### src/gsa_pkg.sv
// ----------------------------------------------------------------------------
// gsa_pkg
// Shared types and constants for the generational slot allocator: sizes,
// operation and status codes, slot states and the packed word layouts.
// ----------------------------------------------------------------------------
`default_nettype none

package gsa_pkg;

    // field widths of the handshake words
    localparam int OP_W    = 2;
    localparam int INDEX_W = 6;
    localparam int GEN_W   = 16;
    localparam int STAT_W  = 2;

    // table sizes
    localparam int SLOT_COUNT = 64;
    localparam int SLOT_AW    = $clog2(SLOT_COUNT);
    localparam int COUNT_W    = $clog2(SLOT_COUNT + 1);

    localparam int DQ_DEPTH = 16;
    localparam int DQ_AW    = (DQ_DEPTH > 1) ? $clog2(DQ_DEPTH) : 1;
    localparam int DQ_CNT_W = $clog2(DQ_DEPTH + 1);

    // operation codes
    localparam logic [OP_W-1:0] OP_ALLOC   = 2'd0;
    localparam logic [OP_W-1:0] OP_DESTROY = 2'd1;
    localparam logic [OP_W-1:0] OP_LOOKUP  = 2'd2;
    localparam logic [OP_W-1:0] OP_FLUSH   = 2'd3;

    // status codes
    localparam logic [STAT_W-1:0] STATUS_OK      = 2'd0;
    localparam logic [STAT_W-1:0] STATUS_FULL    = 2'd1;
    localparam logic [STAT_W-1:0] STATUS_IGNORED = 2'd2;
    localparam logic [STAT_W-1:0] STATUS_QFULL   = 2'd3;

    // slot states
    localparam logic [1:0] SLOT_FREE    = 2'd0;
    localparam logic [1:0] SLOT_PENDING = 2'd1;
    localparam logic [1:0] SLOT_LIVE    = 2'd2;

    typedef struct packed {
        logic [OP_W-1:0]    operation;
        logic [INDEX_W-1:0] slot_index;
        logic [GEN_W-1:0]   generation;
    } item_word_t;

    typedef struct packed {
        logic [STAT_W-1:0]  status;
        logic [INDEX_W-1:0] handle_slot;
        logic [GEN_W-1:0]   handle_generation;
    } result_word_t;

    typedef struct packed {
        logic [1:0]       state;
        logic [GEN_W-1:0] gen;
    } slot_entry_t;

    typedef struct packed {
        logic [INDEX_W-1:0] slot_index;
        logic [GEN_W-1:0]   generation;
    } handle_t;

endpackage

`default_nettype wire

### src/gsa_ram.sv
// ----------------------------------------------------------------------------
// gsa_ram
// Generic simple dual-port RAM: one write and one read port, registered read.
// ----------------------------------------------------------------------------
`default_nettype none

module gsa_ram #(
    parameter int WIDTH = 8,
    parameter int DEPTH = 16
) (
    input  wire logic                                       clk,
    input  wire logic                                       we,
    input  wire logic [((DEPTH > 1) ? $clog2(DEPTH) : 1)-1:0] waddr,
    input  wire logic [WIDTH-1:0]                           wdata,
    input  wire logic [((DEPTH > 1) ? $clog2(DEPTH) : 1)-1:0] raddr,
    output logic      [WIDTH-1:0]                           rdata
);

    logic [WIDTH-1:0] mem_reg [DEPTH];
    logic [WIDTH-1:0] rdata_reg;

    always_ff @(posedge clk)
    begin
        if (we)
        begin
            mem_reg[waddr] <= wdata;
        end
        rdata_reg <= mem_reg[raddr];
    end

    assign rdata = rdata_reg;

endmodule

`default_nettype wire

### src/generational_slot_allocator.sv
// ----------------------------------------------------------------------------
// generational_slot_allocator
// Handle allocator with generation counters and a deferred destroy queue,
// run by a small sequencer over a slot table, a free stack and the queue.
// ----------------------------------------------------------------------------
//  channel   direction  handshake                  word
//  item      in         item_valid / item_stall    gsa_pkg::item_word_t
//  result    out        result_valid / result_stall gsa_pkg::result_word_t
//
//  lookup reads the slot table; a reused allocate pops the free stack, then
//  reads the table (registered ram reads); destroy only queues its handle
//  flush applies each queued handle, then sweeps every slot handed out
//  reset clears counters and state only; slots beyond used count read fresh
//  item_stall is high while an item is in work; a stalled result holds the
//  sequencer in its last step while the next item waits
`default_nettype none

module generational_slot_allocator (
    input  wire logic                  clk,
    input  wire logic                  rst_n,
    input  wire logic                  item_valid,
    output logic                       item_stall,
    input  wire gsa_pkg::item_word_t   item,
    output logic                       result_valid,
    input  wire logic                  result_stall,
    output gsa_pkg::result_word_t      result
);

    typedef enum logic [3:0] {
        ST_IDLE,
        ST_ALLOC_POP,
        ST_ALLOC_GEN,
        ST_LOOKUP,
        ST_FL_QREAD,
        ST_FL_TREAD,
        ST_FL_APPLY,
        ST_SW_READ,
        ST_SW_WRITE,
        ST_EMIT
    } state_t;

    state_t state_reg, state_next;

    logic [gsa_pkg::OP_W-1:0]     op_reg, op_next;
    logic [gsa_pkg::GEN_W-1:0]    gen_reg, gen_next;
    logic [gsa_pkg::SLOT_AW-1:0]  slot_reg, slot_next;
    logic [gsa_pkg::COUNT_W-1:0]  free_count_reg, free_count_next;
    logic [gsa_pkg::COUNT_W-1:0]  slots_used_reg, slots_used_next;
    logic [gsa_pkg::COUNT_W-1:0]  sweep_reg, sweep_next;
    logic [gsa_pkg::DQ_CNT_W-1:0] dq_count_reg, dq_count_next;
    logic [gsa_pkg::DQ_CNT_W-1:0] walk_reg, walk_next;
    gsa_pkg::result_word_t        res_reg, res_next;
    gsa_pkg::result_word_t        result_reg, result_next;
    logic                         result_valid_reg, result_valid_next;

    // slot table
    logic                         tbl_we;
    logic [gsa_pkg::SLOT_AW-1:0]  tbl_waddr, tbl_raddr;
    gsa_pkg::slot_entry_t         tbl_wdata, tbl_rdata;

    // free stack
    logic                         fs_we;
    logic [gsa_pkg::SLOT_AW-1:0]  fs_waddr, fs_raddr;
    logic [gsa_pkg::SLOT_AW-1:0]  fs_wdata, fs_rdata;

    // destroy queue
    logic                         dq_we;
    logic [gsa_pkg::DQ_AW-1:0]    dq_waddr, dq_raddr;
    gsa_pkg::handle_t             dq_wdata, dq_rdata;

    logic                         out_free;

    gsa_ram #(
        .WIDTH ($bits(gsa_pkg::slot_entry_t)),
        .DEPTH (gsa_pkg::SLOT_COUNT)
    ) u_slot_table (
        .clk   (clk),
        .we    (tbl_we),
        .waddr (tbl_waddr),
        .wdata (tbl_wdata),
        .raddr (tbl_raddr),
        .rdata (tbl_rdata)
    );

    gsa_ram #(
        .WIDTH (gsa_pkg::SLOT_AW),
        .DEPTH (gsa_pkg::SLOT_COUNT)
    ) u_free_stack (
        .clk   (clk),
        .we    (fs_we),
        .waddr (fs_waddr),
        .wdata (fs_wdata),
        .raddr (fs_raddr),
        .rdata (fs_rdata)
    );

    gsa_ram #(
        .WIDTH ($bits(gsa_pkg::handle_t)),
        .DEPTH (gsa_pkg::DQ_DEPTH)
    ) u_destroy_queue (
        .clk   (clk),
        .we    (dq_we),
        .waddr (dq_waddr),
        .wdata (dq_wdata),
        .raddr (dq_raddr),
        .rdata (dq_rdata)
    );

    assign out_free     = !result_valid_reg || !result_stall;
    assign item_stall   = (state_reg != ST_IDLE);
    assign result_valid = result_valid_reg;
    assign result       = result_reg;

    always_comb
    begin
        state_next        = state_reg;
        op_next           = op_reg;
        gen_next          = gen_reg;
        slot_next         = slot_reg;
        free_count_next   = free_count_reg;
        slots_used_next   = slots_used_reg;
        sweep_next        = sweep_reg;
        dq_count_next     = dq_count_reg;
        walk_next         = walk_reg;
        res_next          = res_reg;
        result_next       = result_reg;
        result_valid_next = result_valid_reg;

        tbl_we    = 1'b0;
        tbl_waddr = slot_reg;
        tbl_wdata = '{state: gsa_pkg::SLOT_FREE, gen: gen_reg};
        tbl_raddr = slot_reg;
        fs_we     = 1'b0;
        fs_waddr  = free_count_reg[gsa_pkg::SLOT_AW-1:0];
        fs_wdata  = slot_reg;
        fs_raddr  = free_count_reg[gsa_pkg::SLOT_AW-1:0];
        dq_we     = 1'b0;
        dq_waddr  = dq_count_reg[gsa_pkg::DQ_AW-1:0];
        dq_wdata  = '{slot_index: item.slot_index, generation: item.generation};
        dq_raddr  = walk_reg[gsa_pkg::DQ_AW-1:0];

        if (result_valid_reg && !result_stall)
        begin
            result_valid_next = 1'b0;
        end

        case (state_reg)
            ST_IDLE:
            begin
                if (item_valid)
                begin
                    op_next   = item.operation;
                    gen_next  = item.generation;
                    slot_next = gsa_pkg::SLOT_AW'(item.slot_index);
                    res_next  = '{status: gsa_pkg::STATUS_OK, handle_slot: '0,
                                  handle_generation: '0};
                    case (item.operation)
                        gsa_pkg::OP_ALLOC:
                        begin
                            if (free_count_reg != '0)
                            begin
                                fs_raddr = gsa_pkg::SLOT_AW'(free_count_reg - 1'b1);
                                free_count_next = free_count_reg - 1'b1;
                                state_next = ST_ALLOC_POP;
                            end
                            else if (slots_used_reg <
                                     gsa_pkg::COUNT_W'(gsa_pkg::SLOT_COUNT))
                            begin
                                // fresh slot, generation still zero
                                tbl_we    = 1'b1;
                                tbl_waddr = slots_used_reg[gsa_pkg::SLOT_AW-1:0];
                                tbl_wdata = '{state: gsa_pkg::SLOT_PENDING, gen: '0};
                                res_next.handle_slot =
                                    gsa_pkg::INDEX_W'(slots_used_reg);
                                slots_used_next = slots_used_reg + 1'b1;
                                state_next = ST_EMIT;
                            end
                            else
                            begin
                                res_next.status = gsa_pkg::STATUS_FULL;
                                state_next = ST_EMIT;
                            end
                        end
                        gsa_pkg::OP_DESTROY:
                        begin
                            if (gsa_pkg::COUNT_W'(item.slot_index) >= slots_used_reg)
                            begin
                                res_next.status = gsa_pkg::STATUS_IGNORED;
                            end
                            else if (dq_count_reg ==
                                     gsa_pkg::DQ_CNT_W'(gsa_pkg::DQ_DEPTH))
                            begin
                                res_next.status = gsa_pkg::STATUS_QFULL;
                            end
                            else
                            begin
                                dq_we = 1'b1;
                                dq_count_next = dq_count_reg + 1'b1;
                            end
                            state_next = ST_EMIT;
                        end
                        gsa_pkg::OP_LOOKUP:
                        begin
                            if (gsa_pkg::COUNT_W'(item.slot_index) >= slots_used_reg)
                            begin
                                res_next.status = gsa_pkg::STATUS_IGNORED;
                                state_next = ST_EMIT;
                            end
                            else
                            begin
                                tbl_raddr  = gsa_pkg::SLOT_AW'(item.slot_index);
                                state_next = ST_LOOKUP;
                            end
                        end
                        gsa_pkg::OP_FLUSH:
                        begin
                            walk_next  = '0;
                            state_next = ST_FL_QREAD;
                        end
                        default:
                        begin
                            state_next = ST_IDLE;
                        end
                    endcase
                end
            end

            ST_ALLOC_POP:
            begin
                slot_next  = fs_rdata;
                tbl_raddr  = fs_rdata;
                state_next = ST_ALLOC_GEN;
            end

            ST_ALLOC_GEN:
            begin
                tbl_we    = 1'b1;
                tbl_wdata = '{state: gsa_pkg::SLOT_PENDING, gen: tbl_rdata.gen};
                res_next.handle_slot       = gsa_pkg::INDEX_W'(slot_reg);
                res_next.handle_generation = tbl_rdata.gen;
                state_next = ST_EMIT;
            end

            ST_LOOKUP:
            begin
                if (tbl_rdata.state == gsa_pkg::SLOT_LIVE && tbl_rdata.gen == gen_reg)
                begin
                    res_next.status = gsa_pkg::STATUS_OK;
                end
                else
                begin
                    res_next.status = gsa_pkg::STATUS_IGNORED;
                end
                state_next = ST_EMIT;
            end

            ST_FL_QREAD:
            begin
                if (walk_reg == dq_count_reg)
                begin
                    dq_count_next = '0;
                    sweep_next    = '0;
                    state_next    = ST_SW_READ;
                end
                else
                begin
                    state_next = ST_FL_TREAD;
                end
            end

            ST_FL_TREAD:
            begin
                slot_next = gsa_pkg::SLOT_AW'(dq_rdata.slot_index);
                gen_next  = dq_rdata.generation;
                if (gsa_pkg::COUNT_W'(dq_rdata.slot_index) >= slots_used_reg)
                begin
                    walk_next  = walk_reg + 1'b1;
                    state_next = ST_FL_QREAD;
                end
                else
                begin
                    tbl_raddr  = gsa_pkg::SLOT_AW'(dq_rdata.slot_index);
                    state_next = ST_FL_APPLY;
                end
            end

            ST_FL_APPLY:
            begin
                if (tbl_rdata.gen == gen_reg &&
                    (tbl_rdata.state == gsa_pkg::SLOT_PENDING ||
                     tbl_rdata.state == gsa_pkg::SLOT_LIVE))
                begin
                    // a cancelled pending slot keeps its generation
                    tbl_we = 1'b1;
                    if (tbl_rdata.state == gsa_pkg::SLOT_LIVE)
                    begin
                        tbl_wdata = '{state: gsa_pkg::SLOT_FREE,
                                      gen: tbl_rdata.gen + 1'b1};
                    end
                    else
                    begin
                        tbl_wdata = '{state: gsa_pkg::SLOT_FREE, gen: tbl_rdata.gen};
                    end
                    if (free_count_reg < gsa_pkg::COUNT_W'(gsa_pkg::SLOT_COUNT))
                    begin
                        fs_we = 1'b1;
                        free_count_next = free_count_reg + 1'b1;
                    end
                end
                walk_next  = walk_reg + 1'b1;
                state_next = ST_FL_QREAD;
            end

            ST_SW_READ:
            begin
                if (sweep_reg == slots_used_reg)
                begin
                    state_next = ST_EMIT;
                end
                else
                begin
                    tbl_raddr  = sweep_reg[gsa_pkg::SLOT_AW-1:0];
                    state_next = ST_SW_WRITE;
                end
            end

            ST_SW_WRITE:
            begin
                if (tbl_rdata.state == gsa_pkg::SLOT_PENDING)
                begin
                    tbl_we    = 1'b1;
                    tbl_waddr = sweep_reg[gsa_pkg::SLOT_AW-1:0];
                    tbl_wdata = '{state: gsa_pkg::SLOT_LIVE, gen: tbl_rdata.gen};
                end
                sweep_next = sweep_reg + 1'b1;
                state_next = ST_SW_READ;
            end

            ST_EMIT:
            begin
                if (out_free)
                begin
                    result_next       = res_reg;
                    result_valid_next = 1'b1;
                    state_next        = ST_IDLE;
                end
            end

            default:
            begin
                state_next = ST_IDLE;
            end
        endcase
    end

    always_ff @(posedge clk or negedge rst_n)
    begin
        if (!rst_n)
        begin
            state_reg        <= ST_IDLE;
            free_count_reg   <= '0;
            slots_used_reg   <= '0;
            dq_count_reg     <= '0;
            walk_reg         <= '0;
            sweep_reg        <= '0;
            result_valid_reg <= 1'b0;
        end
        else
        begin
            state_reg        <= state_next;
            free_count_reg   <= free_count_next;
            slots_used_reg   <= slots_used_next;
            dq_count_reg     <= dq_count_next;
            walk_reg         <= walk_next;
            sweep_reg        <= sweep_next;
            result_valid_reg <= result_valid_next;
        end
    end

    always_ff @(posedge clk)
    begin
        op_reg     <= op_next;
        gen_reg    <= gen_next;
        slot_reg   <= slot_next;
        res_reg    <= res_next;
        result_reg <= result_next;
    end

    // freed slots are distinct, so the free stack is never deeper than the used count
    assert property (@(posedge clk) disable iff (!rst_n)
        free_count_reg <= slots_used_reg)
        else $error("free stack deeper than used slots");

    assert property (@(posedge clk) disable iff (!rst_n)
        dq_count_reg <= gsa_pkg::DQ_CNT_W'(gsa_pkg::DQ_DEPTH))
        else $error("destroy queue overfilled");

    assert property (@(posedge clk) disable iff (!rst_n)
        1'b1 |=> slots_used_reg >= $past(slots_used_reg))
        else $error("used slot count went down");

    assert property (@(posedge clk) disable iff (!rst_n)
        (state_reg == ST_EMIT && op_reg == gsa_pkg::OP_FLUSH) |-> dq_count_reg == '0)
        else $error("flush left queued handles");

endmodule

`default_nettype wire
### config.mk
export PLATFORM = sky130hd
export DESIGN_NAME = generational_slot_allocator
export DESIGN_NICKNAME = d
export VERILOG_FILES = /design/src/gsa_pkg.sv /design/src/gsa_ram.sv /design/src/generational_slot_allocator.sv
export SDC_FILE = /design/constraint.sdc
export NUM_CORES = 2
export LEC_CHECK = 0
export ABC_CLOCK_PERIOD_IN_PS = 16650
export BUFFER_PORTS_ARGS = -buffer_cell sky130_fd_sc_hd__buf_2
export CORE_MARGIN = 2
export CORE_UTILIZATION = 59
export CTS_CLUSTER_DIAMETER = 80
export DETAILED_ROUTE_END_ITERATION = 10
export PLACE_DENSITY = 0.75
export SYNTH_ARGS = -nofsm -noshare
export SYNTH_HDL_FRONTEND = slang
export SYNTH_SLANG_ARGS = --single-unit
### constraint.sdc
create_clock -name clk -period 16.65 [get_ports clk]
set_clock_uncertainty 0.15 [all_clocks]
set_input_delay 1.665 -clock clk [delete_from_list [all_inputs] [get_ports clk]]
set_output_delay 1.665 -clock clk [all_outputs]
set_load 0.02 [all_outputs]
==> flow_summary.toml <==
[place]
preCtsSetupSlack_ns = 8.53
gp_congestion = 0.940
dp.cells = 6487
dpl.hpwl_um = 112000
post_dp_cell_area_mm2 = 0.0828
port_buffers = 53

[detailed_routing]
routed-wl-met3_um = 23200
met2_wirelength_um = 95200
wl_per_cell_um = 29.4
route.antenna.remaining_nets = 0
via_per_inst = 6.60
routed.top_layer = "met5"
drtPass1Iterations = 8
drt-met1-wl_um = 74700
vias = 45200
wl_um = 201000
drc = 0
drt_iter0_markers = 6623

[clock_tree]
clkTransAtPathRegs_ns = 0.06
clockBufferDepth = 3
cts_tree = "built"
clock_sinks = 2040
worstSkewPairLatency_ns = 0.84
cts_setup_buffers = 0
cts.htree.levels = 4
clockRootBuffer = "clkbuf_16"
cts_resized = 0
cts_buffers = 190
cts_hold_buf = 0

[synthesis]
synth_xor_xnor_area_share_pct = 0.602
synthMuxAreaShare_pct = 9.95
yosys.area_share.simple_pct = 9.08
synth_top_family_by_area = "multiplexers"
synthArstFlopShare_pct = 1.76
synth-edff-count = 1958
syn-cell-area_mm2 = 0.0800
synth-seq-cells = 2040
synth_top_flop_cell = "edfxtp_1"
ys_seq_area_share_pct = 75.7
syn_nets = 4830
synth_compound_area_share_pct = 2.80
syn-instance-count = 4778
avgSynthCellArea_um2 = 16.8
yosys_warnings = 0
synth_adder_area_share_pct = 0.375
ys_types = 72

[hold_path]
hold_depth = 0
min_to = "result[8]"
hold_start = "res_reg[8]"
hp-class = "register to register"

[critical_path]
worstPathArrival_ns = 8.16
cp.required_ns = 17.21
worstRegToRegCells = 13
r2r-end = "u_slot_table.rdata[6]"
critPathLaunchType = "primary input"
crit_fanout = 182
crit_path_end_kind = "register"
rrSetupSlack_ns = 9.15
reg2reg_from = "state_reg[2]"
critPathKind = "primary input to register"

[layout]
syn_to_final_growth_pct = 11.2
design_area_mm2 = 0.0890
drive_gt1_share_pct = 17.6
largest_reg_flops = 1152
fin_util_pct = 65.9
fin_cells = 6846
layout_commonest_cell = "edfxtp_1"
final_nets = 4950
final_cell_mix = "1958 x edfxtp_1, 856 x nand2_1, 344 x nand3_1, 310 x mux4_2, 192 x clkbuf_16"

[die]
rows = 135
die_height_um = 372
initial_core_util_pct = 59.2
die_w_um = 372
die-area_mm2 = 0.139
io_pins = 54
fp.coreArea_mm2 = 0.135

[sta]
rsz0062_at_grt = "false"
timing.setup.tns_ns = 0
min_period_ns = 7.60
finalSetupViolations = 0
max_freq_mhz = 132
maxSlewViolCount = 0
slew_headroom_pct = 9.61
hold_viol_final = 0
worst_slack_ns = 9.05
worst_slew_pin_slew_ns = 1.36
period_share_pct = 45.6

[job]
drv_cap = 0

[global_routing]
grt_max_degree = 183
antenna_found_initial = 24
grt-ovfl-total = 0
grt_pass1_vias = 43500
grt_first_pass_wirelength_um = 292000
gr-usage-all-layers_pct = 29.2

[pwr]
peakVddDrop_uv = 380
leakagePower_uw = 0.0291
power_density_mw_per_mm2 = 207

[outcome]
status = "finished clean"
## routing by layer
layer | track usage, % | vias to the layer above
li1 | - | 18900
met1 | 40.4 | 22900
met2 | 45.1 | 2841
met3 | 7.38 | 506
met4 | 11.9 | 16
met5 | 0 | -
## how the worst max path moves through the flow
| stage | to | startpoint | cells after the start |
|---|---|---|---|
| floorplan | u_slot_table.mem_reg[0][16] | item[22] | 4 |
| global placement | u_slot_table.rdata[15] | item[16] | 17 |
| detailed placement | u_slot_table.rdata[15] | item[16] | 17 |
| CTS | u_slot_table.rdata[17] | item[16] | 17 |
| global route | u_slot_table.rdata[17] | item[16] | 17 |
| finish | u_slot_table.rdata[17] | item[16] | 17 |
## critical path, cell delays in order
cell      delay, ns
buf_2          0.32
inv_1          0.10
ha_1           0.29
nand2b_1       0.15
a211oi_1       0.36
o32ai_2        0.24
o31ai_1        0.31
nand3_1        0.27
nand2_8        0.58
buf_4          0.80
buf_12         0.76
buf_4          0.91
mux2i_1        0.33
a32oi_1        0.09
nand4_1        0.17
nand4_1        0.13
or3_1          0.34
## synth_stat cells (6+ instances only)
master	number	area, um^2
buf_4	6	45.0
nor3b_1	8	60.1
xor2_1	20	175
clkbuf_1	168	631
buf_1	21	78.8
edfxtp_1	1958	58800
or3_1	19	119
o221ai_1	7	61.3
inv_1	21	78.8
xnor2_1	35	307
o21ai_0	50	250
dfxtp_1	46	921
nand2b_1	11	68.8
o31ai_1	12	90.1
nor3_1	21	105
mux2_2	19	214
mux2i_1	77	771
dfrtp_1	36	901
a22oi_1	67	503
a221o_1	18	180
nor2_1	214	803
o21a_1	7	52.6
a32oi_1	21	184
mux4_2	310	6980
a31oi_1	60	375
o21ai_1	12	60.1
buf_2	53	265
nand4_1	105	657
a21oi_1	42	210
nor2b_1	8	50.1
ha_1	24	300
nand3_1	345	1730
and3_1	30	188
nand2_1	856	3210
## kinds of logic after synthesis
family,Yosys count
muxes,406
AOI/OAI and AO/OA,327
DFF,2040
and+or+nand+nor,1650
adders and majority gates,24
buffers and inverters,276
xor gates and xnor gates,55
## layout make-up
cell class / instances / area, um^2
Inverter: 22 / 82.6
Antenna cell: 13 / 32.5
Tap cell: 1781 / 2230
Timing Repair Buffer: 182 / 1260
Fill cell: 8739 / 46100
Clock inverter: 100 / 1070
Sequential cell: 2040 / 60600
Multi-Input combinational cell: 2462 / 18600
Clock buffer: 246 / 5130
## metrics by stage
stage | total power [uW] | hold slack [ns]
finish | 18400 | 0.271
global placement | 13900 | 0.255
floorplan | 11600 | 0.250
CTS | 18300 | 0.273
detailed placement | 14000 | 0.258
global route | 19100 | 0.279
## power by group
group	switching, uW	internal (uW)	total, uW
sequential	315	6530	6840
combinational	4930	2340	7270
clock	1860	2470	4330
total	7100	11300	18400
Note: power is estimated with default switching activity, not from simulation.
